### src/hw/rtl/gds_pkg.sv
// Shared types and constants of the divergence stencil.
// Depends on nothing; every other file of the block but the defines header imports it.
package gds_pkg;

  localparam int CODE_W     = 8;
  localparam int VEL_W      = 32;
  localparam int IDX_W      = 6;
  localparam int CFG_SIZE_W = 7;
  localparam int CFG_ADDR_W = 5;
  localparam int APB_W      = 32;
  localparam int TERM_W     = VEL_W + 1;
  localparam int SUM_W      = VEL_W + 4;

  localparam int MAX_I_DEF = 64;
  localparam int MAX_J_DEF = 64;
  localparam int MAX_K_DEF = 64;

  localparam logic [CFG_SIZE_W-1:0] SIZE_RST      = 7'd64;
  localparam logic [VEL_W-1:0]      INV_WIDTH_RST = 32'h0001_0000;
  localparam logic [CODE_W-1:0]     FULL_CODE_RST = 8'sd1;
  localparam logic [CODE_W-1:0]     NULL_CODE_RST = 8'hFF;

  // Register indexes on the configuration port.
  typedef enum logic [2:0] {
    REG_SIZE_I    = 3'd0,
    REG_SIZE_J    = 3'd1,
    REG_SIZE_K    = 3'd2,
    REG_INV_WIDTH = 3'd3,
    REG_FULL_CODE = 3'd4,
    REG_NULL_CODE = 3'd5
  } reg_idx_t;

  // One stored cell: boundary code and velocity.
  typedef struct packed {
    logic signed [CODE_W-1:0] code;
    logic signed [VEL_W-1:0]  vx;
    logic signed [VEL_W-1:0]  vy;
    logic signed [VEL_W-1:0]  vz;
  } cell_t;

  // Control bits that travel with each pipeline slot.
  typedef struct packed {
    logic valid;
    logic emit;
    logic done;
  } ctl_t;

  // Position of the emitted cell.
  typedef struct packed {
    logic [IDX_W-1:0] i;
    logic [IDX_W-1:0] j;
    logic [IDX_W-1:0] k;
  } idx_t;

endpackage

### src/hw/rtl/gds_scale.sv
// Scaling by half the inverse cell width with rounding and saturation (stages 3, 4).
// Depends on gds_pkg.
module gds_scale (
  input  logic                             clk,
  input  logic                             rst,
  input  logic                             en,
  input  gds_pkg::ctl_t                    ctl_in,
  input  gds_pkg::idx_t                    idx_in,
  input  logic signed [gds_pkg::SUM_W-1:0] sum,
  input  logic [gds_pkg::VEL_W-1:0]        inv_cell_width,
  output logic                             valid,
  output logic signed [gds_pkg::VEL_W-1:0] divergence,
  output gds_pkg::idx_t                    idx,
  output logic                             done
);
  import gds_pkg::*;

  localparam int HI_W = SUM_W - 1 - VEL_W;
  localparam int R_W  = HI_W + 2 * VEL_W - 17 + 4;

  logic [SUM_W-1:0]        mag;
  logic                    neg3;
  logic [2*VEL_W-1:0]      plo;
  logic [HI_W+VEL_W-1:0]   phi;
  ctl_t                    ctl3;
  idx_t                    idx3;
  logic [R_W-1:0]          r;
  logic signed [VEL_W-1:0] div_next;

  assign mag = sum[SUM_W-1] ? SUM_W'(-sum) : SUM_W'(sum);

  // Stage 3: magnitude split into a 32-bit low part and three high bits.
  always_ff @(posedge clk) begin
    if (rst) begin
      ctl3 <= '0;
    end else if (en) begin
      ctl3 <= ctl_in;
    end
  end

  always_ff @(posedge clk) begin
    if (en) begin
      idx3 <= idx_in;
      neg3 <= sum[SUM_W-1];
      plo  <= mag[VEL_W-1:0] * inv_cell_width;
      phi  <= mag[SUM_W-2:VEL_W] * inv_cell_width;
    end
  end

  // Round to nearest on the magnitude, then apply the sign and saturate.
  always_comb begin
    r = R_W'((plo + (2*VEL_W)'(65536)) >> 17) + (R_W'(phi) << 15);
    if (neg3) begin
      if (r >= R_W'(33'h0_8000_0000)) div_next = 32'sh8000_0000;
      else div_next = VEL_W'(-r);
    end else begin
      if (r > R_W'(32'h7FFF_FFFF)) div_next = 32'sh7FFF_FFFF;
      else div_next = VEL_W'(r);
    end
  end

  // Stage 4: output register.
  always_ff @(posedge clk) begin
    if (rst) begin
      valid <= 1'b0;
    end else if (en) begin
      valid <= ctl3.valid;
    end
  end

  always_ff @(posedge clk) begin
    if (en) begin
      divergence <= div_next;
      idx        <= idx3;
      done       <= ctl3.done;
    end
  end

endmodule

### config.mk
export PLATFORM = sky130hd
export DESIGN_NAME = gds_scale
export DESIGN_NICKNAME = d
export VERILOG_FILES = /design/src/hw/rtl/gds_pkg.sv /design/src/hw/rtl/gds_scale.sv
export SDC_FILE = /design/constraint.sdc
export NUM_CORES = 2
export LEC_CHECK = 0
export ABC_AREA = 1
export CORE_MARGIN = 2
export CORE_UTILIZATION = 30
export CTS_CLUSTER_DIAMETER = 50
export DETAILED_ROUTE_END_ITERATION = 8
export DONT_BUFFER_PORTS = 1
export HOLD_SLACK_MARGIN = 0.12
export PLACE_DENSITY_LB_ADDON = 0.05
export SYNTH_ARGS = -nofsm -noshare
export SYNTH_HDL_FRONTEND = slang
export SYNTH_SLANG_ARGS = --single-unit
### constraint.sdc
create_clock -name clk -period 10.7 [get_ports clk]
set_input_delay 0.535 -clock clk [delete_from_list [all_inputs] [get_ports clk]]
set_output_delay 0.535 -clock clk [all_outputs]
set_load 0.02 [all_outputs]
# ---- Yosys cells after proc, flatten, opt, wreduce, memory -nomap -nowiden
# Cells that the tools add are included.
# Widths: inputs -> output; s select.
dict set report classes {
  shifts 0
  eq_ne 0
  n_bitwise 0
  n_mul 2
  order_cmp 2
  n_reduce_logical 0
  add_sub_neg 4
  div 0
  n_mux 4
}
# op n
set op_table {}
lappend op_table {{$mux 32} 3}
lappend op_table {{$add 64x17->64 const B} 1}
lappend op_table {{$mul 32x32->64} 1}
lappend op_table {{$add 47x50->51} 1}
lappend op_table {{$ge 51x32->1 const B} 1}
lappend op_table {{$gt 51x31->1 const B} 1}
lappend op_table {{$mul 3x32->35} 1}
lappend op_table {{$mux 35} 1}
lappend op_table {{$neg 35->35} 1}
lappend op_table {{$neg 32->32} 1}
dict set report totals {
  regBits 172
  out_inout_bits 52
  rom_bits 0
  word_cells 26
  n_memories 0
  mem_bits_rw 0
  latchBits 0
}

# ---- Longest topological paths before layout
dict set report logic_depth {
  ltp_word 5
  mapped_depth 48
  depth_no_buf 47
}

# ---- Worst setup path before layout
# Ideal clock, no wire load.
dict set report synth_path {
  kind {input port to flip-flop}
  start {input sum[1] (netlist name)}
  end {register plo[60] (data pin)}
  path_stages 36
  path_slack_ns 2.402
  arrival_ns 8.046
  t_required_ns 10.448
  cell_sequence {inv_1 -> ha_1 -> inv_1 -> nor3_1 -> nand2_1 -> inv_1 -> nand4_1 -> xor2_1 -> nand2_1 -> nand2_1 -> clkbuf_1 -> clkbuf_1 -> nor2_1 -> fa_1 -> fa_1 -> inv_1 -> fa_1 -> fa_1 -> inv_1 -> fa_1 -> fa_1 -> fa_1 -> inv_1 -> fa_1 -> inv_1 -> ha_1 -> a21oi_1 -> o21ai_0 -> a21oi_1 -> nor2_1 -> nor2_1 -> nor2_1 -> a211oi_1 -> nand2_1 -> nand2_1 -> nand2_1}
}
dict set report synth_between {
  elab_chain_len 3
}
# item line_no
set synth_lines {}
lappend synth_lines {{start: declaration} gds_scale.sv:9} ;# input logic signed [gds_pkg::SUM_W-1:0] sum,
lappend synth_lines {{$neg 35->35} gds_scale.sv:30} ;# assign mag = sum[SUM_W-1] ? SUM_W'(-sum) : SUM_W'(sum);
lappend synth_lines {{$mux 35 *} gds_scale.sv:30}
lappend synth_lines {{$mul 32x32->64 *} gds_scale.sv:45} ;# plo <= mag[VEL_W-1:0] * inv_cell_width;
lappend synth_lines {{end signal: assignment} gds_scale.sv:45}
lappend synth_lines {{end: declaration} gds_scale.sv:23} ;# logic [2*VEL_W-1:0] plo;
# Mark *: on every way between the ends. The rest lies on a longest branch, timed or not.
# A chain may end at the register's enable or synchronous reset.

# ---- Worst setup path after layout
# Same ends and word-level chain as after synthesis.

==> metrics.cfg <==
[routing]
wirelength_microns=188000
via_per_inst=4.75
post_drt_wl_per_cell_microns=23.6
postRouteAntennaNets=0
drc=0
firstDrtPassIters=6
vias=37900
drtIter0Drc=2300

[logic_synthesis]
yosysWarnings=0
synth_cell_type_count=55
synth_edf_count=153
netlist_area_sq_um=46900
synth_flop_cell=edfxtp_1
async_reset_ff_frac=0
synth.avg_cell_area_sq_um=7.81
synth_top_area_share=0.396
ys_top_cells_by_area=fa_1 (40%), inv_1 (11%), nand2_1 (9.9%)
yosysSeqAreaShare=0.0993
synth_top_area_cell=fa_1
synth_cells=6003
synth_fp_nets=7352
ys_ff_latch=156

[min_path]
hold_start=idx_in[8]
hold_path_class=in2reg
holdPathStages=0

[final_layout]
layout_commonest_cell=inv_1
drive_above_1_share=0.0392
syn_to_final_growth_pct=6.45
final_cell_mix=inv_1 (1390), nand2_1 (1242), fa_1 (927)
nNetsFinal=7261

[timing]
fin_crit_sh=0.870
slew_violations=0
timing.fmax_mhz=107
fin_crit_ps=9310
skew_ps=17.5
finalHoldViolCount=0
slew_headroom=0.236
worst_pin_slew_ps=1140
rsz0062_at_grt=no
setup_tns_ps=0
setup_viol=0

[setup_path]
cpMostUsedCell=fa_1
critPathLaunch=sum[1]
worstPathRequired_ps=10920
critPathLaunchType=primary input
reg2reg_from=plo[16]$_DFFE_PP_
crit_fanout=10
cp.arrival_ps=9530
r2r_cells=28
crit_path_top_delay_cell=nand2_1
reg2reg_slack_ps=4610
critPathMaxStageDelay_ps=640
path_class=in2reg
crit_path_end_kind=register

[floorplan]
rows=145
die_x_microns=399
die_y_microns=399
dieArea_sq_um=159000
ioPinCount=144
core_area_sq_um=156000
start_util=0.301

[placed_design]
dp_hpwl_microns=151000
place_congestion=0.895
io_buffers=0

[clocking]
post-cts-setup-buffers=0
cts_root_buf=clkbuf_16
cts_tree=done
clockBufferDepth=2
cts_made_buffers=17
cts_sinks=156
clock_latency_ps=470
clk_pin_slew_ps=70
htree_levels=4

[grt]
grtUsageTotal=0.241
overflow=0
gr-max-usage-layer=met2
grtUsageMet3=0.0281
grt_use_met2=0.402
grt_pass1_wl_microns=278000
antenna_found_initial=4
grt_use_met1=0.331
grt_max_degree=158
first_global_vias=41300

[outcome]
outcome=finished, final reports clean

[job]
max-cap-violations=0

==> repair_timing <==
action / CTS / global route
resized for setup: 0 / 0
endpoints found under the setup margin: 0 / 0
hold buffers: 1 / 0
hold endpoints to repair: 3 / 0
==> cells by family (layout without fill, tap and decap cells) <==
kind of cell | Yosys count | count (layout) | share of synthesized area
simple gates | 2461 | 2461 | 0.215
flops | 156 | 156 | 0.0993
xor+xnor | 144 | 144 | 0.0271
fa+ha+maj | 1257 | 1257 | 0.484
compound gates | 366 | 366 | 0.0430
buf+inv | 1619 | 1541 | 0.131
other cells | 0 | 1 | 0
==> cell usage after synthesis (7+ instances only) <==
library cell / count
fa_1: 927
nand4_1: 48
clkbuf_1: 177
xor2_1: 105
nor3_1: 47
nor4_1: 16
buf_2: 13
a31oi_1: 25
xnor2_1: 38
o21ai_2: 11
inv_2: 8
o21ai_1: 13
nand3b_1: 15
nor2_1: 841
nor2_4: 13
o21ai_0: 99
clkinv_1: 10
nand2_2: 16
inv_1: 1393
a21o_1: 8
or2_2: 10
nand3_1: 162
ha_1: 330
nand2_1: 1242
buf_1: 7
nor2_2: 28
a21oi_1: 176
edfxtp_1: 153
==> final timing paths <==
check	endpoint
min reg2reg	idx[0]$_DFFE_PP_
min	idx3[8]$_DFFE_PP_
max reg2reg	divergence[1]$_DFFE_PP_
max	plo[60]$_DFFE_PP_
==> registers in the layout (all words and copies together), names as in the netlist <==
signal / flops
idx3: 18
ctl3: 2
valid: 1
idx: 18
done: 1
divergence: 32
plo: 48
neg3: 1
phi: 35
==> through the flow <==
step	hold WS [ps]	setup WS (ps)	std cells	cell area [sq um]	utilization
3_5_place_dp	405	966	7950	49300	0.317
4_1_cts	126	1460	7983	49900	0.320
6_report	162	1390	7984	49900	0.320
2_1_floorplan	400	2400	6003	46900	-
5_1_grt	130	880	7983	49900	0.320
3_3_place_gp	401	1040	7950	49300	0.317
==> worst max-delay path: cells and delay by family <==
| kind | cells | cell delay (ps) |
|---|---|---|
| adder cells (fa/ha/maj) | 10 | 4740 |
| XOR/XNOR | 1 | 180 |
| buffers and inverters | 7 | 690 |
| AO/OA/AOI/OAI | 4 | 1000 |
| AND/OR/NAND/NOR | 12 | 2330 |
==> cell type report <==
class,count,area [sq um]
Clock buffer,19,443
Inverter,1412,5300
Tap cell,2058,2570
Antenna cell,1,2.50
Timing Repair Buffer,97,743
Sequential cell,156,4650
Multi-Input combinational cell,4228,36000
Clock inverter,13,109
Fill cell,17000,106000
==> routing by layer <==
| layer | vias to the layer above | wire length [microns] |
|---|---|---|
| li1 | 17600 | - |
| met1 | 19300 | 87000 |
| met2 | 870 | 87700 |
| met3 | 154 | 8260 |
| met4 | 2 | 5180 |
| met5 | - | 11 |
Power is not shown: default switching activity piles up to over one toggle a cycle in this logic, so the estimate is an artifact.
