--- config.mk ---
export PLATFORM = sky130hd
export DESIGN_NAME = gds_stencil
export DESIGN_NICKNAME = d
export VERILOG_FILES = /design/src/hw/rtl/gds_pkg.sv /design/src/hw/rtl/gds_stencil.sv
export SDC_FILE = /design/constraint.sdc
export NUM_CORES = 1
export LEC_CHECK = 0
export BUFFER_PORTS_ARGS = -buffer_cell sky130_fd_sc_hd__buf_2
export CORE_AREA = 2 2 319 321
export DETAILED_ROUTE_END_ITERATION = 12
export DIE_AREA = 0 0 321 323
export SYNTH_ARGS = -nofsm -noshare
export SYNTH_HDL_FRONTEND = slang
export SYNTH_SLANG_ARGS = --single-unit
export TNS_END_PERCENT = 10
--- constraint.sdc ---
create_clock -name clk -period 16.7 [get_ports clk]
set_input_delay 0 -clock clk [delete_from_list [all_inputs] [get_ports clk]]
set_output_delay 0 -clock clk [all_outputs]
set_load 0.05 [all_outputs]
--- src/hw/rtl/gds_pkg.sv ---
// Shared types and constants of the divergence stencil.
// Depends on nothing; every other file of the block but the defines header imports it.
package gds_pkg;

  localparam int CODE_W     = 8;
  localparam int VEL_W      = 32;
  localparam int IDX_W      = 6;
  localparam int CFG_SIZE_W = 7;
  localparam int CFG_ADDR_W = 5;
  localparam int APB_W      = 32;
  localparam int TERM_W     = VEL_W + 1;
  localparam int SUM_W      = VEL_W + 4;

  localparam int MAX_I_DEF = 64;
  localparam int MAX_J_DEF = 64;
  localparam int MAX_K_DEF = 64;

  localparam logic [CFG_SIZE_W-1:0] SIZE_RST      = 7'd64;
  localparam logic [VEL_W-1:0]      INV_WIDTH_RST = 32'h0001_0000;
  localparam logic [CODE_W-1:0]     FULL_CODE_RST = 8'sd1;
  localparam logic [CODE_W-1:0]     NULL_CODE_RST = 8'hFF;

  // Register indexes on the configuration port.
  typedef enum logic [2:0] {
    REG_SIZE_I    = 3'd0,
    REG_SIZE_J    = 3'd1,
    REG_SIZE_K    = 3'd2,
    REG_INV_WIDTH = 3'd3,
    REG_FULL_CODE = 3'd4,
    REG_NULL_CODE = 3'd5
  } reg_idx_t;

  // One stored cell: boundary code and velocity.
  typedef struct packed {
    logic signed [CODE_W-1:0] code;
    logic signed [VEL_W-1:0]  vx;
    logic signed [VEL_W-1:0]  vy;
    logic signed [VEL_W-1:0]  vz;
  } cell_t;

  // Control bits that travel with each pipeline slot.
  typedef struct packed {
    logic valid;
    logic emit;
    logic done;
  } ctl_t;

  // Position of the emitted cell.
  typedef struct packed {
    logic [IDX_W-1:0] i;
    logic [IDX_W-1:0] j;
    logic [IDX_W-1:0] k;
  } idx_t;

endpackage

--- src/hw/rtl/gds_stencil.sv ---
// Neighbour term selection and the six-term sum of one cell (stage 2).
// Depends on gds_pkg.
module gds_stencil (
  input  logic                            clk,
  input  logic                            rst,
  input  logic                            en,
  input  gds_pkg::ctl_t                   ctl_in,
  input  gds_pkg::idx_t                   idx_in,
  input  gds_pkg::cell_t                  centre,
  input  gds_pkg::cell_t                  xp,
  input  gds_pkg::cell_t                  xm,
  input  gds_pkg::cell_t                  yp,
  input  gds_pkg::cell_t                  ym,
  input  gds_pkg::cell_t                  zp,
  input  gds_pkg::cell_t                  zm,
  input  logic signed [gds_pkg::CODE_W-1:0] full_code,
  input  logic signed [gds_pkg::CODE_W-1:0] null_code,
  output gds_pkg::ctl_t                   ctl,
  output gds_pkg::idx_t                   idx,
  output logic signed [gds_pkg::SUM_W-1:0] sum
);
  import gds_pkg::*;

  // Contribution of one neighbour; hi selects the upper side.
  function automatic logic signed [TERM_W-1:0] term(
    input logic signed [CODE_W-1:0] code,
    input logic signed [VEL_W-1:0]  nv,
    input logic signed [VEL_W-1:0]  cv,
    input logic                     hi,
    input logic signed [CODE_W-1:0] nc
  );
    logic signed [TERM_W-1:0] n;
    logic signed [TERM_W-1:0] c;
    begin
      n = TERM_W'(nv);
      c = TERM_W'(cv);
      if (!code[CODE_W-1]) term = hi ? n : -n;
      else if (code == nc) term = hi ? c : -c;
      else term = c[TERM_W-1] ? c : -c;
    end
  endfunction

  logic signed [TERM_W-1:0] t_xp, t_xm, t_yp, t_ym, t_zp, t_zm;
  logic signed [SUM_W-1:0]  sum_next;

  // Terms and sum; a cell that is not fluid gives zero.
  always_comb begin
    t_xp = term(xp.code, xp.vx, centre.vx, 1'b1, null_code);
    t_xm = term(xm.code, xm.vx, centre.vx, 1'b0, null_code);
    t_yp = term(yp.code, yp.vy, centre.vy, 1'b1, null_code);
    t_ym = term(ym.code, ym.vy, centre.vy, 1'b0, null_code);
    t_zp = term(zp.code, zp.vz, centre.vz, 1'b1, null_code);
    t_zm = term(zm.code, zm.vz, centre.vz, 1'b0, null_code);
    sum_next = (SUM_W'(t_xp) + SUM_W'(t_xm)) + (SUM_W'(t_yp) + SUM_W'(t_ym)) +
               (SUM_W'(t_zp) + SUM_W'(t_zm));
    if (centre.code != full_code) sum_next = '0;
  end

  // Stage 2 control: only interior cells stay valid from here on.
  always_ff @(posedge clk) begin
    if (rst) begin
      ctl <= '0;
    end else if (en) begin
      ctl.valid <= ctl_in.valid & ctl_in.emit;
      ctl.emit  <= ctl_in.emit;
      ctl.done  <= ctl_in.done;
    end
  end

  // Stage 2 payload.
  always_ff @(posedge clk) begin
    if (en) begin
      idx <= idx_in;
      sum <= sum_next;
    end
  end

endmodule

; ---- Yosys cells after proc, flatten, opt, wreduce, memory -nomap -nowiden
; Index checks and enable logic that the tools add are counted.
[classes]
n_addsub = 11
mul = 0
div = 0
n_lt_le_gt_ge = 0
n_eq_ne = 7
n_shift = 0
muxes = 15
bitwise_logic = 1
reduce_logical = 0
[ops]
columns = op, count
row1 = 33-bit two-way mux, 15
row2 = 32-bit negator with 33-bit output, 6
row3 = 33-bit by 33-bit adder with 34-bit output, 3
row4 = 8-bit equality test, 6
row5 = 35-bit by 34-bit adder with 36-bit output, 1
row6 = 34-bit by 34-bit adder with 35-bit output, 1
row7 = 8-bit inequality test, 1
row8 = 1-bit bitwise AND, 1
[totals]
ff_bits = 57
latch_bits = 0
mem_bits_rw = 0
rom_bits = 0
input_bits = 768
output_inout_bits = 57
mem_count = 0

; ---- Depth between registers and ports, before layout
; Gate-level depths: netlist (run 1).
[logic_depth]
ltp_word = 7
depth_mapped = 26

; ---- Worst setup path before layout (run 1)
; No wires, ideal clock.
[synth_path]
kind = input to register
from = in zm[7] in the netlist's numbering
to = reg sum[33] in the netlist's numbering (data pin)
arrival_time_ps = 5469
required_time_ps = 16434
path_slack_ps = 10965
path_stages = 24
n_path_buf = 2
path_cell_list = or4_4 or3_1 or3_1 clkbuf_1 nor4_1 nand2_1 xnor2_1 o21ai_0 fa_1 fa_1 inv_1 fa_1 inv_1 ha_1 clkbuf_1 a21o_1 a21o_1 a21o_1 a21o_1 a21oi_1 o21ai_0 a41oi_1 xnor2_1 nor2_1
[synth_between]
elab_chain_len = 4
[synth_lines]
columns = element, line_no
row1 = from (decl), gds_stencil.sv:15  ; input gds_pkg::cell_t zm,
row2 = 32-bit negator with 33-bit output, gds_stencil.sv:37  ; if (!code[CODE_W-1]) term = hi ? n : -n;
row3 = 33-bit two-way mux, gds_stencil.sv:37
row4 = 33-bit by 33-bit adder with 34-bit output, gds_stencil.sv:55  ; (SUM_W'(t_zp) + SUM_W'(t_zm));
row5 = 35-bit by 34-bit adder with 36-bit output, gds_stencil.sv:54  ; sum_next = (SUM_W'(t_xp) + SUM_W'(t_xm)) + (SUM_W'(t_yp) + SUM_W'(t_ym)) +
row6 = to (signal assigned), gds_stencil.sv:74  ; sum <= sum_next;
row7 = to (decl), gds_stencil.sv:20  ; output logic signed [gds_pkg::SUM_W-1:0] sum
; No other way between the ends.
; A chain may end at the register's enable or synchronous reset.

; ---- Worst setup path in the final report (run 1)
[layout_path]
from = in ym[103] in the netlist's numbering
to = reg sum[33] in the netlist's numbering (data pin)
[layout_between]
elab_chain_len = 6
[layout_lines]
columns = element, line_no
row1 = from (decl), gds_stencil.sv:13  ; input gds_pkg::cell_t ym,
row2 = 8-bit equality test, gds_stencil.sv:38  ; else if (code == nc) term = hi ? c : -c;
row3 = 33-bit two-way mux, gds_stencil.sv:38
row4 = 33-bit two-way mux *, gds_stencil.sv:37
row5 = 33-bit by 33-bit adder with 34-bit output *, gds_stencil.sv:54
row6 = 34-bit by 34-bit adder with 35-bit output *, gds_stencil.sv:54
row7 = 35-bit by 34-bit adder with 36-bit output *, gds_stencil.sv:54
; Every way passes the cells marked *; elsewhere a longest branch is shown, timed or not.

==> results of run 1 <==
-- flip-flops by register name (all words and copies together) (netlist names) --
register,cells
sum,36
ctl,3
idx,18
-- through the flow --
stage | power, mW | cells
final | 2.40 | 3690
after global routing | 2.68 | 3675
after CTS | 2.41 | 3669
after detailed placement | 2.17 | 3631
after global placement | 2.16 | 3631
after floorplan | 1.66 | 1952
-- worst max-delay path by stage --
| stage | start | to | slack [ns] | depth (start not counted) |
|---|---|---|---|---|
| floorplan | zm[7] | sum[33] | 10.96 | 24 |
| global placement | ym[103] | sum[33] | 9.05 | 24 |
| detailed placement | ym[103] | sum[33] | 9.12 | 24 |
| CTS | ym[103] | sum[33] | 9.48 | 24 |
| global route | ym[103] | sum[33] | 8.75 | 24 |
| finish | ym[103] | sum[33] | 9.40 | 24 |
-- cell families after synthesis --
logic type,count (synthesis),synth area share
flip-flops,57,0.117
AND/OR/NAND/NOR,753,0.241
AO/OA/AOI/OAI,368,0.142
XOR/XNOR,326,0.199
adder cells (fa/ha/maj),180,0.227
multiplexers,10,0.00713
buffers and inverters,258,0.0675
-- power by group through the flow --
stage	combinational (mW)	sequential [mW]	clock, mW
after CTS	2.01	0.168	0.231
final	2.01	0.168	0.222
after global placement	1.99	0.171	0
after floorplan	1.45	0.205	0
after global routing	2.28	0.169	0.235
after detailed placement	2.00	0.171	0
-- worst register-to-register path, stage by stage, from the launching register on --
cell and delay [ns]:
dfxtp_1 0.33, nand2b_1 0.06, a21oi_1 0.12, dlygate4sd3_1 0.55
-- routing by layer --
metal	wire (um)	share of wire
met4	997	0.013
met2	36300	0.48
met3	6620	0.088
met1	31100	0.41
met5	265	0.0035
-- final cells by class --
type / count / area, um^2
Clock inverter: 7 / 119
Sequential cell: 57 / 1680
Inverter: 171 / 642
Timing Repair Buffer: 479 / 2550
Multi-Input combinational cell: 1637 / 11700
Clock buffer: 9 / 225
Antenna cell: 21 / 52.6
Tap cell: 1309 / 1640
Fill cell: 11600 / 82100
-- repair_timing --
item | 4_1_cts | 5_1_grt
setup buffers | 0 | 0
resized for setup | 0 | 0
hold endpoints to repair | 21 | 0
hold buffers | 22 | 0
-- placed cells by master, fill, tap and decap left out, types with 4 or more instances in the layout --
cell type	Yosys	routed
buf_4	0	17
or3_1	48	48
or4_1	16	16
nor2b_1	14	14
a21oi_1	201	200
nand3_1	18	18
a31oi_1	14	14
a21o_1	22	22
ha_1	46	46
nor4_1	34	34
o21a_1	4	4
o41ai_1	4	4
or2_2	15	15
nand2b_1	16	16
nand2_1	215	215
inv_1	171	171
nor2_1	277	277
dlygate4sd3_1	0	22
buf_2	2	440
mux2i_1	8	8
o21ai_0	89	89
xnor2_1	139	139
nand3b_1	6	6
clkbuf_16	0	9
o31ai_1	9	9
edfxtp_1	54	54
xor2_1	187	187
nor3_1	55	55
nand4_1	12	12
and3_1	7	7
diode_2	0	21
a211oi_1	6	6
fa_1	134	134
==> run metrics, run 1 <==
first-pass GRT wire length=103000 um; CP endpoint kind=flip-flop; period utilisation layout=0.437; clock-pin transition on the worst setup and hold timing paths=0.06 ns; die width=321 um; P_sw=1.27 mW; CTS Root Cell=clkbuf_16; Crit path buffers/inverters=4; peak fanout along the critical path=66; Synth-to-Final Area Change=29.7%; area of the core=101000 um^2; Yosys reg bits=57; largest net degree at the start of global routing=68; unrepaired setup endpoints after global routing=no; vias in the first global route=14700; hold crit path type=in2reg; CTS tree=done; Worst R2R Setup Slack=15.59 ns; Slew @ Worst Pin=1.06 ns; slowest cell delay on critical path=0.72 ns; Yosys top cell by area=fa_1; IO Port Bufs=440; grt ovf=0; max-capacitance violation count=0; antenna-violating nets left=0; Post-DP HPWL=67200 um; Slew Limit Fails=0; Sequential Power Share=0.070; Switching Fraction=0.531; met2 Track Usage GR=0.248; Netlist cell types=58; Async S/R FF share, synth=0; internal power=1.13 mW; startpoint class of the critical path=input pin; routability-driven placement congestion ratio=0.924; Hold Vio Cnt, Final=0; first drt pass iteration count=5; status=finished clean; clk_skew=0 ns; Post-Synthesis Cells=1952; Clock Latency Late Sink=0.34 ns; R2R Path Start=ctl[2]; Peak VDD IR=0.000136 V; kind of critical path=in2reg; Cell Rows=117; met3 Use GR=0.0288; Final min period=7.30 ns; Clock Path Buffers=2; R2R depth=3; drt initial violations=1212; Critical Path RT=16.79 ns; fin nets=3303; Net Count, Synth=2900; number of vias per cell=4.16; drt wl/cell=20.4 um; Hold Startpoint=full_code[4]; DRC Markers=0; mean post-synth cell area=7.37 um^2; hold slack final=0.305 ns; Mapped Area=14400 um^2; Power Dens Cells=129 nW/um^2; initial antenna violation count=76; Clock Sinks=57; Top Family by Delay on Critical Path=compound AO/OA/AOI/OAI gates; drt total wl=75200 um; Arr. time, crit path=7.39 ns; total CTS buffers=9; setup_tns=0 ns; Vias=15300; Syn. warnings=0; share of cells above drive strength 1=0.214; final core occ=0.185; dominant synthesized flop cell=edfxtp_1; setup ws final=9.40 ns; clock power share=0.092; cell chain of the critical path=buf_2 -> buf_4 -> xor2_1 -> nor4_1 -> nand2_1 -> nand2_1 -> nand2_1 -> xor2_1 -> a21oi_1 -> fa_1 -> fa_1 -> inv_1 -> fa_1 -> inv_1 -> ha_1 -> a21o_1 -> a21o_1 -> o311ai_0 -> a21oi_1 -> o21ai_0 -> o221ai_1 -> a41oi_1 -> xnor2_1 -> nor2_1; total track usage=0.141; sequential element share of the synthesized area=0.117; die height=323 um; hold depth=4; Post-DP Area=18000 um^2; GR Util met1=0.182; slowest cell on the critical path=nand2_1; P_leak=8.03 nW; Synth top area share=0.187; end of the worst register-to-register path=ctl[2]; I/O pins=825; DIE AREA=104000 um^2; Min-Delay Endpoint=sum[2]; count leader, synth=nor2_1; Post-synth EDFFs=54; pre-CTS WS=9.12 ns; GR peak layer=met2; initial core utilization=0.143; final number of setup-violating endpoints=0; slew margin rel.=0.291; fmax=0.137 GHz; Final Instance Area=18600 um^2; Comb power frac=0.838; Synth area leaders=fa_1 19%, xor2_1 11%, edfxtp_1 11%; H-tree depth=3; Post-synth top cells=277 x nor2_1, 215 x nand2_1, 201 x a21oi_1
(Power assumes the default switching activity.)
==> run 2: changes to the inputs <==
==> constraint.sdc (replaced) <==
create_clock -name clk -period 6.2 [get_ports clk]
set_input_delay 0 -clock clk [delete_from_list [all_inputs] [get_ports clk]]
set_output_delay 0 -clock clk [all_outputs]
set_load 0.05 [all_outputs]
==> run metrics, run 2 (synthesis gave the netlist of run 1 again) <==
R2R Path Start=ctl[2]; I/O pins=825 (unchanged); CTS Root Cell=clkbuf_16; Post-DP HPWL=72300 um (+7.6%); R2R depth=3 (unchanged); slew margin rel.=0.397 (+0.106); Regs by FF count=sum (36), idx (18), ctl (3); number of vias per cell=4.15 (-0.16%); largest register by flop count=sum; final number of setup-violating endpoints=0 (unchanged); IO Port Bufs=440 (unchanged); routability-driven placement congestion ratio=0.911 (-1.4%); Clock Sinks=57 (unchanged); P_leak=9.74 nW (+21%); Worst R2R Setup Slack=5.11 ns (-10.48 ns); commonest non-fill, non-tap cells in the layout=440 x buf_2, 364 x buf_4, 277 x nor2_1, 215 x nand2_1, 198 x a21oi_1; Peak VDD IR=0.000323 V (+140%); Vias=16800 (+9.6%); hold crit path type=in2reg; hold depth=4 (unchanged); DIE AREA=104000 um^2 (unchanged); slowest cell delay on critical path=0.56 ns (-0.16 ns); Critical Path RT=6.29 ns (-10.50 ns); most common cell after layout, fill and taps aside=buf_2; Final min period=6.03 ns; Clock Latency Late Sink=0.34 ns (about the same); end of the worst register-to-register path=ctl[2]; CTS tree=done; largest net degree at the start of global routing=66 (-2.9%); startpoint class of the critical path=input pin; kind of critical path=in2reg; clock-pin transition on the worst setup and hold timing paths=0.06 ns (about the same); Slew @ Worst Pin=0.901 ns (-0.160 ns); Power Dens Cells=381 nW/um^2 (+200%); die width=321 um (unchanged); Synth-to-Final Area Change=49.1%; max FFs per register=36 (unchanged); Setup Buffers After CTS=0 (unchanged); Hold Vio Cnt, Final=0 (unchanged); drt total wl=80500 um (+7.0%); clk_skew=0 ns (unchanged); vias in the first global route=16400 (+12%); H-tree depth=3 (unchanged); status=finished clean; slowest cell on the critical path=fa_1; initial core utilization=0.143 (unchanged); pre-CTS WS=-0.370 ns (-9.49 ns); die height=323 um (unchanged); initial antenna violation count=70 (-7.9%); cell chain of the critical path=buf_2 -> or3_1 -> nor4_2 -> buf_4 -> nand3_1 -> buf_4 -> or4_1 -> or2_2 -> nor4_2 -> ha_1 -> or2_2 -> a31oi_1 -> buf_4 -> fa_1 -> fa_1 -> fa_1 -> inv_1 -> ha_2 -> a21o_1 -> a221o_1 -> a21oi_1 -> o21ai_0 -> xnor2_1 -> nor2_1; period utilisation layout=0.972; total track usage=0.151 (+0.0100); Arr. time, crit path=6.12 ns (-1.27 ns); DRC Markers=0 (unchanged); drt initial violations=1325 (+9.3%); fin nets=3658 (+11%); grt ovf=0 (unchanged); unrepaired setup endpoints after global routing=yes; peak fanout along the critical path=5 (-92%); total CTS buffers=9 (unchanged); first-pass GRT wire length=111000 um (+8.0%); setup_tns=0 ns (unchanged); fmax=0.166 GHz; share of cells above drive strength 1=0.322 (+0.108); first drt pass iteration count=5 (unchanged); setup ws final=0.172 ns (-9.23 ns); Min-Delay Endpoint=sum[2]; drt wl/cell=19.9 um (-2.5%); Clock Path Buffers=2 (unchanged); area of the core=101000 um^2 (unchanged); Cell Rows=117 (unchanged); Slew Limit Fails=0 (unchanged); CP endpoint kind=flip-flop; Fill cells=11400 (-1.1%); Hold Startpoint=full_code[1]; max-capacitance violation count=0 (unchanged); antenna-violating nets left=0 (unchanged)
## run 2: worst max path at each step
stage	from	to	slack (ns)	cells after the start
6_report	centre[34]	sum[34]	0.17	24
5_1_grt	centre[34]	sum[34]	-0.06	24
4_1_cts	centre[37]	sum[34]	0.04	24
3_5_place_dp	centre[45]	sum[34]	-0.37	24
3_3_place_gp	centre[45]	sum[34]	-0.37	24
2_1_floorplan	zm[7]	sum[33]	0.46	24
## run 2: where the power goes
part | switching [mW] | internal [mW] | leakage, nW
logic | 3.69 | 3.54 | 9.07
registers | 0.00622 | 0.448 | 0.542
clock network | 0.211 | 0.273 | 0.124
## run 2: metrics by stage
step / power [mW] / instances / cell area [um^2] / utilization / hold WS (ns)
6_report: 8.17 / 4050 / 21400 / 0.213 / 0.290
5_1_grt: 9.06 / 4034 / 21400 / 0.213 / 0.309
4_1_cts: 8.16 / 4024 / 21300 / 0.211 / 0.271
3_5_place_dp: 7.60 / 3986 / 20800 / 0.206 / 0.178
3_3_place_gp: 7.58 / 3986 / 20800 / 0.206 / 0.176
2_1_floorplan: 4.47 / 1952 / 14400 / - / 0.0691
## run 2: worst max-delay path, delay by kind of cell
family	cells	cell delay, ns
AO/OA/AOI/OAI	5	0.98
adder cells (fa/ha/maj)	5	2.04
buffers and inverters	5	0.68
AND/OR/NAND/NOR	8	2.26
XOR/XNOR	1	0.16
## run 2: timing repair
item                                    CTS  global route
endpoints found under the setup margin    1            10
pin swaps                                 0             2
gates resized for setup                   1            19
hold buffers                             22             0
hold endpoints to repair                 21             0
## run 2: area by class of cell
type / instances / area (um^2) / area share
Sequential cell: 57 / 1680 / 0.0784
Tap cell: 1309 / 1640 / 0.0764
Clock inverter: 7 / 56.3 / 0.00263
Inverter: 171 / 642 / 0.0299
Clock buffer: 9 / 225 / 0.0105
Timing Repair Buffer: 834 / 5320 / 0.248
Multi-Input combinational cell: 1637 / 11800 / 0.551
Antenna cell: 26 / 65.1 / 0.00303
## run 2: routing by layer
| metal | share of wire | vias up | GRT usage |
|---|---|---|---|
| met4 | 0.016 | 42 | 0.0265 |
| met3 | 0.093 | 119 | 0.0396 |
| met5 | 0.0032 | - | 0 |
| met1 | 0.41 | 7921 | 0.191 |
| li1 | - | 8035 | - |
| met2 | 0.48 | 697 | 0.261 |
