[config.mk]
export PLATFORM = sky130hd
export DESIGN_NAME = gds_raster
export DESIGN_NICKNAME = d
export VERILOG_FILES = /design/src/hw/rtl/gds_pkg.sv /design/src/hw/rtl/gds_raster.sv
export SDC_FILE = /design/constraint.sdc
export NUM_CORES = 1
export LEC_CHECK = 0
export ABC_AREA = 1
export BUFFER_PORTS_ARGS = -buffer_cell sky130_fd_sc_hd__buf_2
export CORE_MARGIN = 10
export CORE_UTILIZATION = 43
export DETAILED_ROUTE_END_ITERATION = 6
export GPL_TIMING_DRIVEN = 0
export HOLD_SLACK_MARGIN = 0.06
export PLACE_DENSITY_LB_ADDON = 0.08
export SLEW_MARGIN = 0
export SYNTH_ARGS = -nofsm -noshare
export SYNTH_HDL_FRONTEND = slang
export SYNTH_SLANG_ARGS = --single-unit
[constraint.sdc]
create_clock -name clk -period 3.2 [get_ports clk]
set_clock_uncertainty 0.1 [all_clocks]
set_input_delay 0.8 -clock clk [delete_from_list [all_inputs] [get_ports clk]]
set_output_delay 0.8 -clock clk [all_outputs]
set_load 0.03 [all_outputs]
[src/hw/rtl/gds_pkg.sv]
// Shared types and constants of the divergence stencil.
// Depends on nothing; every other file of the block but the defines header imports it.
package gds_pkg;

  localparam int CODE_W     = 8;
  localparam int VEL_W      = 32;
  localparam int IDX_W      = 6;
  localparam int CFG_SIZE_W = 7;
  localparam int CFG_ADDR_W = 5;
  localparam int APB_W      = 32;
  localparam int TERM_W     = VEL_W + 1;
  localparam int SUM_W      = VEL_W + 4;

  localparam int MAX_I_DEF = 64;
  localparam int MAX_J_DEF = 64;
  localparam int MAX_K_DEF = 64;

  localparam logic [CFG_SIZE_W-1:0] SIZE_RST      = 7'd64;
  localparam logic [VEL_W-1:0]      INV_WIDTH_RST = 32'h0001_0000;
  localparam logic [CODE_W-1:0]     FULL_CODE_RST = 8'sd1;
  localparam logic [CODE_W-1:0]     NULL_CODE_RST = 8'hFF;

  // Register indexes on the configuration port.
  typedef enum logic [2:0] {
    REG_SIZE_I    = 3'd0,
    REG_SIZE_J    = 3'd1,
    REG_SIZE_K    = 3'd2,
    REG_INV_WIDTH = 3'd3,
    REG_FULL_CODE = 3'd4,
    REG_NULL_CODE = 3'd5
  } reg_idx_t;

  // One stored cell: boundary code and velocity.
  typedef struct packed {
    logic signed [CODE_W-1:0] code;
    logic signed [VEL_W-1:0]  vx;
    logic signed [VEL_W-1:0]  vy;
    logic signed [VEL_W-1:0]  vz;
  } cell_t;

  // Control bits that travel with each pipeline slot.
  typedef struct packed {
    logic valid;
    logic emit;
    logic done;
  } ctl_t;

  // Position of the emitted cell.
  typedef struct packed {
    logic [IDX_W-1:0] i;
    logic [IDX_W-1:0] j;
    logic [IDX_W-1:0] k;
  } idx_t;

endpackage

[src/hw/rtl/gds_raster.sv]
// Raster position tracking, interior test and plane store addresses (stage 0).
// Depends on gds_pkg.
module gds_raster #(
  parameter int MAX_I = gds_pkg::MAX_I_DEF,
  parameter int MAX_J = gds_pkg::MAX_J_DEF,
  parameter int MAX_K = gds_pkg::MAX_K_DEF,
  parameter int AW    = 1 + $clog2(MAX_J) + $clog2(MAX_I)
) (
  input  logic                                clk,
  input  logic                                rst,
  input  logic                                en,
  input  logic                                accept,
  input  logic                                first_cell,
  input  gds_pkg::cell_t                      cell_in,
  input  logic [gds_pkg::CFG_SIZE_W-1:0]      size_i,
  input  logic [gds_pkg::CFG_SIZE_W-1:0]      size_j,
  input  logic [gds_pkg::CFG_SIZE_W-1:0]      size_k,
  output gds_pkg::ctl_t                       ctl,
  output gds_pkg::idx_t                       idx,
  output gds_pkg::cell_t                      cell_out,
  output logic [AW-1:0]                       addr_w,
  output logic [AW-1:0]                       addr_c,
  output logic [AW-1:0]                       addr_ip,
  output logic [AW-1:0]                       addr_im,
  output logic [AW-1:0]                       addr_jp,
  output logic [AW-1:0]                       addr_jm
);
  import gds_pkg::*;

  localparam int IW  = $clog2(MAX_I);
  localparam int JW  = $clog2(MAX_J);
  localparam int KW  = $clog2(MAX_K);
  localparam int SIW = ($clog2(MAX_I + 1) > CFG_SIZE_W) ? $clog2(MAX_I + 1) : CFG_SIZE_W;
  localparam int SJW = ($clog2(MAX_J + 1) > CFG_SIZE_W) ? $clog2(MAX_J + 1) : CFG_SIZE_W;
  localparam int SKW = ($clog2(MAX_K + 1) > CFG_SIZE_W) ? $clog2(MAX_K + 1) : CFG_SIZE_W;

  logic [IW-1:0] pos_i, pos_i_next;
  logic [JW-1:0] pos_j, pos_j_next;
  logic [KW-1:0] pos_k, pos_k_next;

  logic [SIW-1:0] si, ni;
  logic [SJW-1:0] sj, nj;
  logic [SKW-1:0] sk, nk;
  logic [IW-1:0]  pi;
  logic [JW-1:0]  pj;
  logic [KW-1:0]  pk;
  logic           interior;
  logic           last;

  // Effective sizes: clamped to three and to the largest grid.
  always_comb begin
    si = SIW'(size_i);
    sj = SJW'(size_j);
    sk = SKW'(size_k);
    if (si < SIW'(3)) si = SIW'(3);
    else if (si > SIW'(MAX_I)) si = SIW'(MAX_I);
    if (sj < SJW'(3)) sj = SJW'(3);
    else if (sj > SJW'(MAX_J)) sj = SJW'(MAX_J);
    if (sk < SKW'(3)) sk = SKW'(3);
    else if (sk > SKW'(MAX_K)) sk = SKW'(MAX_K);
  end

  // Position of this cell, interior test and the advance to the next cell.
  always_comb begin
    pi = first_cell ? '0 : pos_i;
    pj = first_cell ? '0 : pos_j;
    pk = first_cell ? '0 : pos_k;

    interior = (SKW'(pk) >= SKW'(2)) && (SKW'(pk) <= sk - SKW'(1)) &&
               (SIW'(pi) >= SIW'(1)) && (SIW'(pi) <= si - SIW'(2)) &&
               (SJW'(pj) >= SJW'(1)) && (SJW'(pj) <= sj - SJW'(2));
    last = (SIW'(pi) == si - SIW'(2)) && (SJW'(pj) == sj - SJW'(2)) &&
           (SKW'(pk) == sk - SKW'(1));

    ni = SIW'(pi) + SIW'(1);
    nj = SJW'(pj);
    nk = SKW'(pk);
    if (ni >= si) begin
      ni = '0;
      nj = SJW'(pj) + SJW'(1);
      if (nj >= sj) begin
        nj = '0;
        nk = SKW'(pk) + SKW'(1);
        if (nk >= sk) nk = '0;
      end
    end
    pos_i_next = IW'(ni);
    pos_j_next = JW'(nj);
    pos_k_next = KW'(nk);
  end

  // Raster position registers.
  always_ff @(posedge clk) begin
    if (rst) begin
      pos_i <= '0;
      pos_j <= '0;
      pos_k <= '0;
    end else if (accept) begin
      pos_i <= pos_i_next;
      pos_j <= pos_j_next;
      pos_k <= pos_k_next;
    end
  end

  // Stage 0 control register.
  always_ff @(posedge clk) begin
    if (rst) begin
      ctl <= '0;
    end else if (en) begin
      ctl.valid <= accept;
      ctl.emit  <= interior;
      ctl.done  <= last;
    end
  end

  // Stage 0 payload: the cell, its indices and the store addresses.
  always_ff @(posedge clk) begin
    if (en) begin
      cell_out <= cell_in;
      idx.i    <= IDX_W'(pi);
      idx.j    <= IDX_W'(pj);
      idx.k    <= IDX_W'(pk - KW'(1));
      addr_w   <= {pk[0], pj, pi};
      addr_c   <= {~pk[0], pj, pi};
      addr_ip  <= {~pk[0], pj, IW'(pi + IW'(1))};
      addr_im  <= {~pk[0], pj, IW'(pi - IW'(1))};
      addr_jp  <= {~pk[0], JW'(pj + JW'(1)), pi};
      addr_jm  <= {~pk[0], JW'(pj - JW'(1)), pi};
    end
  end

endmodule

; Word-level counts from Yosys, hierarchy flattened
; Index checks and enable logic that the tools add are counted.
[classes]
muxes = 15
order_cmp = 15
eq_ne = 3
div_mod_pow = 0
n_bitwise = 1
shifts = 0
n_mul = 0
reduce_logical = 7
add_sub_neg = 11
[ops]
columns = cell, n
row1 = $mux W6, 9
row2 = $mux W7, 6
row3 = $add A6 B1 Y7 const B, 3
row4 = $eq A6 B7 Y1, 3
row5 = $ge A7 B7 Y1, 3
row6 = $gt A7 B7 Y1 const B, 3
row7 = $le A6 B7 Y1, 3
row8 = $lt A7 B2 Y1 const B, 3
row9 = $sub A6 B1 Y6 const B, 3
row10 = $sub A7 B2 Y7 const B, 2
row11 = $add A6 B1 Y6 const B, 2
row12 = $ge A6 B1 Y1 const B, 2
row13 = $logic_and A1 B1 Y1, 7
row14 = $sub A7 B1 Y7 const B, 1
row15 = $ge A6 B2 Y1 const B, 1
row16 = $not A1 Y1, 1
[totals]
wordCells = 71
rom_bits = 0
ramBits = 0
register_bits = 221
output_inout_bits = 203
in_bits = 130
latch_bits = 0
mem_count = 0

; Logic depth before layout (Yosys ltp)
; Gate-level depths: netlist of the first run.
[logic_depth]
word_depth = 10
depth_mapped = 19
depth_no_buf = 19

; Worst setup path after synthesis of the first run
; No wires, ideal clock.
[synth_timing]
kind = input to register
startpoint = input first_cell
endpoint = register pos_k[3]
required_ps = 3029
arrival_ps = 3008
path_buffers = 1
path_stages = 15
setup_time_ps = 71
path_slack_ps = 22
path_cell_list = buf_6 -> nor2_1 -> ha_1 -> nand3_1 -> xor2_1 -> ha_1 -> a21oi_1 -> nor2_1 -> a211oi_1 -> nand3_1 -> nand2_1 -> inv_1 -> nand2_1 -> nand3_1 -> a21oi_1
[synth_between]
elab_cells_between_ends = 12
cone_classes = add/sub (3) / order compare (3) / mux (6)
[synth_rtl]
columns = item, line
row1 = start: declaration, gds_raster.sv:13  ; input logic first_cell,
row2 = $mux W6, gds_raster.sv:66  ; pj = first_cell ? '0 : pos_j;
row3 = named net pj[0], gds_raster.sv:45  ; logic [JW-1:0] pj;
row4 = $add A6 B1 Y7, gds_raster.sv:80  ; nj = SJW'(pj) + SJW'(1);
row5 = $ge A7 B7 Y1, gds_raster.sv:81  ; if (nj >= sj) begin
row6 = $mux W6, gds_raster.sv:81
row7 = $mux W6, gds_raster.sv:78  ; if (ni >= si) begin
row8 = end signal: assignment, gds_raster.sv:101  ; pos_k <= pos_k_next;
row9 = end: declaration, gds_raster.sv:39  ; logic [KW-1:0] pos_k, pos_k_next;
; The timed path passes the listed nets, and every way through them passes these cells.
; A chain may end at the register's enable or synchronous reset.

; Final worst setup path of the first run
[layout_timing]
startpoint = input first_cell
endpoint = register pos_j[3]
[layout_between]
elab_chain_cells = 5
elab_cells_between_ends = 8
cone_classes = add/sub (2) / order compare (2) / mux (4)
[layout_rtl]
columns = item, line
row1 = $mux W6 (*), gds_raster.sv:66
row2 = named net pj[0], gds_raster.sv:45
row3 = $add A6 B1 Y7 (*), gds_raster.sv:80
row4 = $ge A7 B7 Y1, gds_raster.sv:81
row5 = $mux W6 (*), gds_raster.sv:81
row6 = $mux W6 (*), gds_raster.sv:78
row7 = end signal: assignment, gds_raster.sv:100  ; pos_j <= pos_j_next;
row8 = end: declaration, gds_raster.sv:38  ; logic [JW-1:0] pos_j, pos_j_next;
; Mark *: on every way through the listed nets, which the timed path passes. The rest lies on a longest branch.

==> impl_results.md, run 1 <==
* Outcome: complete, no violations
* Synth area leader: edfxtp_1
* Port bufs at around 330
* Synthesis-stage register bit count at 166
* Num rows at between 40 and 50
* Via count of the first global-routing pass at around 5400
* Asr flop ratio synth at 0%
* Die extent in x at around 150 µm
* Worst setup SP type: primary input
* Worst hold start: pos_k[1]
* Mapped Cells at 630
* Final Wtd Congestion at approximately 0.83
* Placed Area at roughly 0.0096 mm²
* Via density at 4.630
* Setup TNS at 0 ns
* Final setup viols at 0
* DIE AREA at 0.02352 mm²
* Post-layout net count at 1171
* CP delay by family, top: simple AND/OR/NAND/NOR gates
* Clk slew on worst S/H paths at roughly 0.07 ns
* Chip height at approximately 150 µm
* XOR/XNOR Fraction of Synth Area at under 10%
* Design area at roughly 0.010 mm²
* Yosys top cell area share at 56.94%
* Pwr/cell area at 523.9 mW/mm²
* Worst EP required at between 3 and 4 ns
* DRC Markers at 0
* Via Count at 5700
* GRT Total Usage at a little under a fifth
* Number of synthesized flops with an enable pin at between 100 and 150
* Main synth FF type: edfxtp_1
* Worst r2r src: pos_j[0]
* Setup slack after layout at about 0.16 ns
* Sequential area share after synthesis at 62.43%
* Remaining antenna violation count at 0
* Core Util, Final at between 50 and 60%
* Clock H-tree levels at 4
* Synth Area in Compound Gates at 5.366%
* Inserted Clock Buffers at 17
* Yosys warns at 0
* Crit-path max cell delay at between 0.3 and 0.4 ns
* Detailed-route wire length at ~23000 µm
* Slew HR at between 60% and 70%
* Initial Util at 44.06%
* Largest net degree at the start of global routing at 96
* Clk Latency, worst-skew pair at approximately 0.42 ns
* DPL Wire Length at 18080 µm
* Worst EP arrival at between 3 and 4 ns
* Crit path capture type: flop
* VDD IR max at around 0.35 mV
* Slowest CP cell: ha_1
* CTS tree: built
* Synth top area cells: edfxtp_1 57%, ha_1 7.9%, dfxtp_1 5.5%
* Drt pass-1 iters at 4
* Root buf cell: clkbuf_16
* Max-cap violations at 0
* Actual slew at the worst max-slew pin at 0.5525 ns
* Main combinational cell family by area after synthesis: simple AND/OR/NAND/NOR gates
* Avg Synthesized Cell Area at around 12 µm²
* Ports at about 330
* Clock sink count at ~170
* Total core area at approximately 0.017 mm²
* Worst-path cell chain: buf_2 -> buf_8 -> nor2_4 -> ha_4 -> nand3_2 -> xor2_2 -> ha_1 -> a21oi_1 -> nor2_1 -> a211oi_1 -> nand3_1 -> buf_4 -> nor2_4 -> nand3_1 -> nand2_1 -> nand2_1 -> inv_1
* Crit Path Max Fanout at 10
* Simple-gate share of the synthesized area at between 10% and 20%
* Worst setup path class: in2reg
* CTS Buffer Depth at 2
* Peak Freq at ~0.33 GHz
* Synthesized cell area at around 0.0076 mm²
* Tightest Hold Check Type: reg2reg
* Layout cell share with drive strength beyond 1 at between 40% and 50%
* Total gr overflow at 0
* Syn_nets at 808
* Starting DRC count in detailed routing at 349
* Initial antenna violation count at 1
* Buf/Inv on CP at 4
* Hold Fails Final Rpt at 0
* Tcrit/Tclk final at roughly 95%
* First-pass GRT wire length at 33180 µm
* Pre-CTS WS at -0.8471 ns
* Post-synthesis cell type count at 40
* WL/cell at 18.28 µm
* Adder-cell share of the synthesized area at 7.853%
* Mux cell area share after synthesis at 0%
* Worst setup startpoint: first_cell
* Fin. max-slew vios at 0
* Leakage at between 4 and 5 nW
* Area Growth Syn to Fin at 36.13%
* Min Tclk post-route at about 3.0 ns
[stage by stage]
stage          hold slack, ns  power (mW)  instances
2_1_floorplan          0.3453       3.145        630
3_3_place_gp           0.3530       3.484       1186
3_5_place_dp           0.3615       3.496       1187
4_1_cts                0.3723       5.508       1218
5_1_grt                0.3980       5.679       1231
6_report               0.3689       5.454       1231
[flip-flops by register name, summed over array words and instances (netlist names)]
register / cells
cell_out: 104
idx: 16
addr_ip: 6
addr_jp: 6
pos_i: 6
pos_j: 6
pos_k: 6
addr_im: 5
addr_jm: 5
addr_w: 3
ctl: 3
[tightest hold or removal path, cell delays in order (launching register included)]
cell and delay (ns):
dfxtp_1 0.31, nand2_1 0.06, a21oi_1 0.06
[layer usage]
layer / vias up / share of wire [%] / GRT usage [%]
li1: 2854 / - / -
met5: - / 0 / 0
met3: 12 / 5.5 / 4.770
met1: 2656 / 39 / 20.55
met2: 178 / 55 / 32.94
met4: 0 / 0.72 / 5.128
[repair_timing]
item | 4_1_cts | 5_1_grt
pin swaps | 0 | 6
endpoints found under the setup margin | 18 | 19
hold buffers | 0 | 0
setup buffers | 0 | 12
gates resized for setup | 8 | 20
[cells in the final DEF (no fill, tap or decap), drive strengths merged]
cell type  instances
edfxtp           145
nand2             78
nand3             36
o21ai             20
nor3               9
nor4               6
bufinv             2
o21a               1
a211oi             4
xnor2              7
diode              1
a21o               2
and3               1
ha                48
inv               83
clkinvlp           2
a22oi              4
a21oi             35
nand4              8
o211ai             1
nor2              39
buf              401
clkinv             5
xor2              21
nor3b              3
clkbuf            21
dfxtp             21
o31ai              2
[worst paths after layout]
path,end,slack (ns),cells past startpoint
setup reg to reg,pos_j[3],0.44,16
setup / recovery,pos_j[3],0.16,17
hold reg to reg,pos_k[1],0.37,2
hold / removal,pos_k[1],0.37,2
[cells in the mapped netlist (5+ instances only)]
master    count
dfxtp_1      21
nor3_1        5
nand3_1      34
nor2_1       32
a21oi_1      34
buf_4        55
xnor2_1       7
inv_1        66
nand4_1       8
xor2_1       21
o21ai_0      16
ha_1         48
inv_2        12
edfxtp_1    145
nor4_1        5
nand2_1      76
[logic make-up (layout without fill, tap and decap cells)]
group / Yosys count / after routing
simple gates: 180 / 180
fa+ha+maj: 48 / 48
compound gates: 69 / 69
flops: 166 / 166
buf+inv: 139 / 514
other cells: 0 / 1
xor+xnor: 28 / 28
[where the power goes]
part | total (mW) | internal [mW] | switching (mW)
clock network | 2.00 | 1.15 | 0.844
registers | 2.55 | 2.51 | 0.0406
logic | 0.909 | 0.284 | 0.625
total | 5.45 | 3.94 | 1.51
[area by class of cell]
cell class | instances | area, µm²
fill | 1524 | 6947
sequential | 166 | 4775
multi-input combinational | 325 | 2255
timing repair buffer | 344 | 1780
buffer | 61 | 447.9
clock buffer | 17 | 425.4
inverter | 78 | 292.8
tap | 225 | 281.5
clock inverter | 14 | 150.1
antenna | 1 | 2.502
No activity file was read; power rests on OpenSTA's default activity.
==> run 2, diff against run 1 <==
--- a/config.mk
+++ b/config.mk
@@ -7,8 +7,10 @@
 export LEC_CHECK = 0
 export ABC_AREA = 1
 export BUFFER_PORTS_ARGS = -buffer_cell sky130_fd_sc_hd__buf_2
+export CELL_PAD_IN_SITES_DETAIL_PLACEMENT = 1
+export CELL_PAD_IN_SITES_GLOBAL_PLACEMENT = 1
 export CORE_MARGIN = 10
-export CORE_UTILIZATION = 43
+export CORE_UTILIZATION = 33
 export DETAILED_ROUTE_END_ITERATION = 6
 export GPL_TIMING_DRIVEN = 0
 export HOLD_SLACK_MARGIN = 0.06
==> run 2 against run 1 <==
Against the previous run:
- clock power is 3% higher
- critical path depth fell by 3
- global-route usage is 0.49 points lower
- wire length grew 21%
- largest cell class unchanged
- maximum frequency grew 1.0%
- die area rose by 26%
- utilization is 14 points lower
- critical path type unchanged
- sequential power hardly changed
- setup slack gained 0.030 ns
- final area increased by 1.3%
- hold slack barely moved
==> impl_results.md, run 2 (synthesis results as in run 1) <==
* Placed Area at 0.009694 mm² (was 0.009619 mm²)
* Via count of the first global-routing pass at 5995 (was 5361)
* Pwr/cell area at 528.1 mW/mm² (was 523.9 mW/mm²)
* Top reg by flops: cell_out (unchanged)
* Worst setup path class: in2reg (unchanged)
* Slowest CP cell: ha_1 (unchanged)
* Reg power frac at 45.8% (was 46.7%)
* R2R depth at 16 (unchanged)
* CTS Buffer Depth at 2 (unchanged)
* Port bufs at 331 (unchanged)
* Ports at 333 (unchanged)
* Tcrit/Tclk final at 94.08% (was 95.03%)
* VDD IR max at 0.3279 mV (was 0.3536 mV)
* Starting DRC count in detailed routing at 252 (was 349)
* Detailed-route wire length at 27240 µm (was 22510 µm)
* DIE AREA at 0.02966 mm² (was 0.02352 mm²)
* Multi-input gate area at 0.002272 mm² (was 0.002255 mm²)
* Switch Pwr at 1.718 mW (was 1.510 mW)
* Layout fillers at 2566 (was 1524)
* Layout cell share with drive strength beyond 1 at 48.45% (was 47.86%)
* Area Growth Syn to Fin at 37.88% (was 36.13%)
* Clk slew on worst S/H paths at 0.07 ns (about the same)
* Reg2reg setup slack at 0.45 ns (was 0.44 ns)
* Core Util, Final at 46.43% (was 59.98%)
* Design area at 0.01054 mm² (was 0.01041 mm²)
* CTS Hold Bufs at 0 (unchanged)
* Crit Path Max Fanout at 6 (was 10)
* Final setup viols at 0 (unchanged)
* Tightest Hold Check Type: reg2reg (unchanged)
* Clk Latency, worst-skew pair at 0.43 ns (was 0.42 ns)
* Chip height at 172.2 µm (was 153.4 µm)
* Slew HR at 59.02% (was 63.16%)
* Via density at 4.558 (was 4.630)
* Post-layout net count at 1168 (was 1171)
* Top Registers: cell_out (104), idx (16) (unchanged)
* Worst r2r src: pos_i[2] (was pos_j[0])
* Buf/Inv on CP at 3 (was 4)
* Worst EP arrival at 3.20 ns (was 3.30 ns)
* GRT Total Usage at 17.70% (was 18.19%)
* Commonest non-fill, non-tap cells in the layout: 331 x buf_2, 145 x edfxtp_1, 73 x nand2_1 (was 331 x buf_2, 145 x edfxtp_1, 75 x nand2_1)
* Crit-path max cell delay at 0.32 ns (was 0.34 ns)
* Num rows at 55 (was 48)
* Worst EP required at 3.39 ns (was 3.46 ns)
* Total core area at 0.02271 mm² (was 0.01736 mm²)
* Clock network power share at 37.3% (was 36.6%)
* Drt pass-1 iters at 4 (unchanged)
* Total gr overflow at 0 (unchanged)
* CP delay by family, top: compound AO/OA/AOI/OAI gates (was simple AND/OR/NAND/NOR gates)
* WL/cell at 21.06 µm (was 18.28 µm)
* Worst hold stages at 2 (unchanged)
* Hold EP: pos_k[0] (was pos_k[1])
* Worst-path cell chain: buf_2 -> buf_12 -> nor2_4 -> ha_1 -> nand3_1 -> xor2_2 -> ha_1 -> a21oi_1 -> o21a_1 -> nand3_4 -> inv_2 -> nor2_4 -> o21ai_0 -> a21oi_1 (was buf_2 -> buf_8 -> nor2_4 -> ha_4 -> nand3_2 -> xor2_2 -> ha_1 -> a21oi_1 -> nor2_1 -> a211oi_1 -> nand3_1 -> buf_4 -> nor2_4 -> nand3_1 -> nand2_1 -> nand2_1 -> inv_1)
* Worst setup startpoint: first_cell (unchanged)
* Hold Fails Final Rpt at 0 (unchanged)
* Max reg flops at 104 (unchanged)
* Peak Freq at 0.3322 GHz (was 0.3289 GHz)
* Outcome: complete, no violations (unchanged)
* Initial Util at 33.67% (was 44.06%)
* Leakage at 4.838 nW (was 4.821 nW)
* Remaining antenna violation count at 0 (unchanged)
* Clock sink count at 166 (unchanged)
* Min Tclk post-route at 3.011 ns (was 3.041 ns)
* Actual slew at the worst max-slew pin at 0.6147 ns (was 0.5525 ns)
* Final Wtd Congestion at 0.7847 (was 0.8285)
* Worst hold start: pos_k[0] (was pos_k[1])
* Largest net degree at the start of global routing at 91 (was 96)
* Cell Int Power at 3.850 mW (was 3.943 mW)
* Max-cap violations at 0 (unchanged)
* DPL Wire Length at 22300 µm (was 18080 µm)
* Fin. max-slew vios at 0 (unchanged)
* Sw Ratio at 30.85% (was 27.69%)
* Die extent in x at 172.2 µm (was 153.4 µm)
* Crit path capture type: flop (unchanged)
* Clock H-tree levels at 4 (unchanged)
* Register area at 0.004775 mm² (unchanged)
* First-pass GRT wire length at 38760 µm (was 33180 µm)
* Via Count at 5894 (was 5700)
* Initial antenna violation count at 8 (was 1)
* DRC Markers at 0 (unchanged)
* Most common cell after layout, fill and taps aside: buf_2 (unchanged)
* Worst setup SP type: primary input (unchanged)
* Inserted Clock Buffers at 17 (unchanged)
* R2r endpoint: pos_k[4] (was pos_j[3])
* Root buf cell: clkbuf_16 (unchanged)
* Comb power frac at 17.0% (was 16.7%)
* CTS tree: built (unchanged)
## run 2: stage by stage
step | hold WS, ns | TNS, ns | setup slack [ns] | std cells | total power [mW]
2_1_floorplan | 0.3453 | 0 | 0.02195 | 630 | 3.145
3_3_place_gp | 0.3547 | -117.51 | -1.117 | 1246 | 3.517
3_5_place_dp | 0.3598 | -14.73 | -0.9441 | 1247 | 3.532
4_1_cts | 0.3710 | 0 | 0.007251 | 1283 | 5.623
5_1_grt | 0.3905 | -0.02428 | -0.01403 | 1291 | 5.792
6_report | 0.3684 | 0 | 0.1893 | 1293 | 5.568
## run 2: layout make-up
class / instances / share of cell area (%)
plain buffers: 61 / 4.296
well taps: 285 / 3.382
repair buffers: 341 / 16.84
multi-input cells: 325 / 21.55
inverters: 78 / 2.777
clock buffers: 17 / 4.035
flip-flops and latches: 166 / 45.28
diodes: 5 / 0.1187
clock inverters: 15 / 1.721
## run 2: worst max path at each step
stage | end | slack [ns] | cells past startpoint
2_1_floorplan | pos_k[3] | 0.02 | 15
3_3_place_gp | ctl[0] | -1.12 | 5
3_5_place_dp | pos_k[3] | -0.94 | 16
4_1_cts | pos_k[3] | 0.007 | 16
5_1_grt | pos_j[0] | -0.01 | 14
6_report | pos_j[0] | 0.19 | 14
## run 2: routing by layer
metal,vias to the layer above,global-route usage [%],wire length (µm),part of all wire [%]
met5,-,0,60,0.22
met3,24,5.654,2170,8.0
met1,2840,19.34,10400,38
met2,170,32.37,14360,53
li1,2852,-,-,-
met4,8,4.348,242,0.89
## run 2: power by group through the flow
stage                     registers [mW]  clock network (mW)  logic, mW
final                               2.55                2.07      0.945
after global placement              2.60                   0      0.918
after floorplan                     2.87                   0      0.276
after detailed placement            2.60                   0      0.934
after global routing                2.56                2.21       1.02
after CTS                           2.55                2.13      0.944
## run 2: tightest hold or removal path: cells and delay by family (launching register included)
kind	cells	cell delay, ns
DFF	1	0.31
and+or+nand+nor	1	0.06
AOI/OAI and AO/OA	1	0.05
## run 2: timing repair
action / in CTS / in global routing
pin swaps: 4 / 7
setup buffers: 4 / 4
cloned: 0 / 1
resized for setup: 13 / 23
setup endpoints to repair: 18 / 20
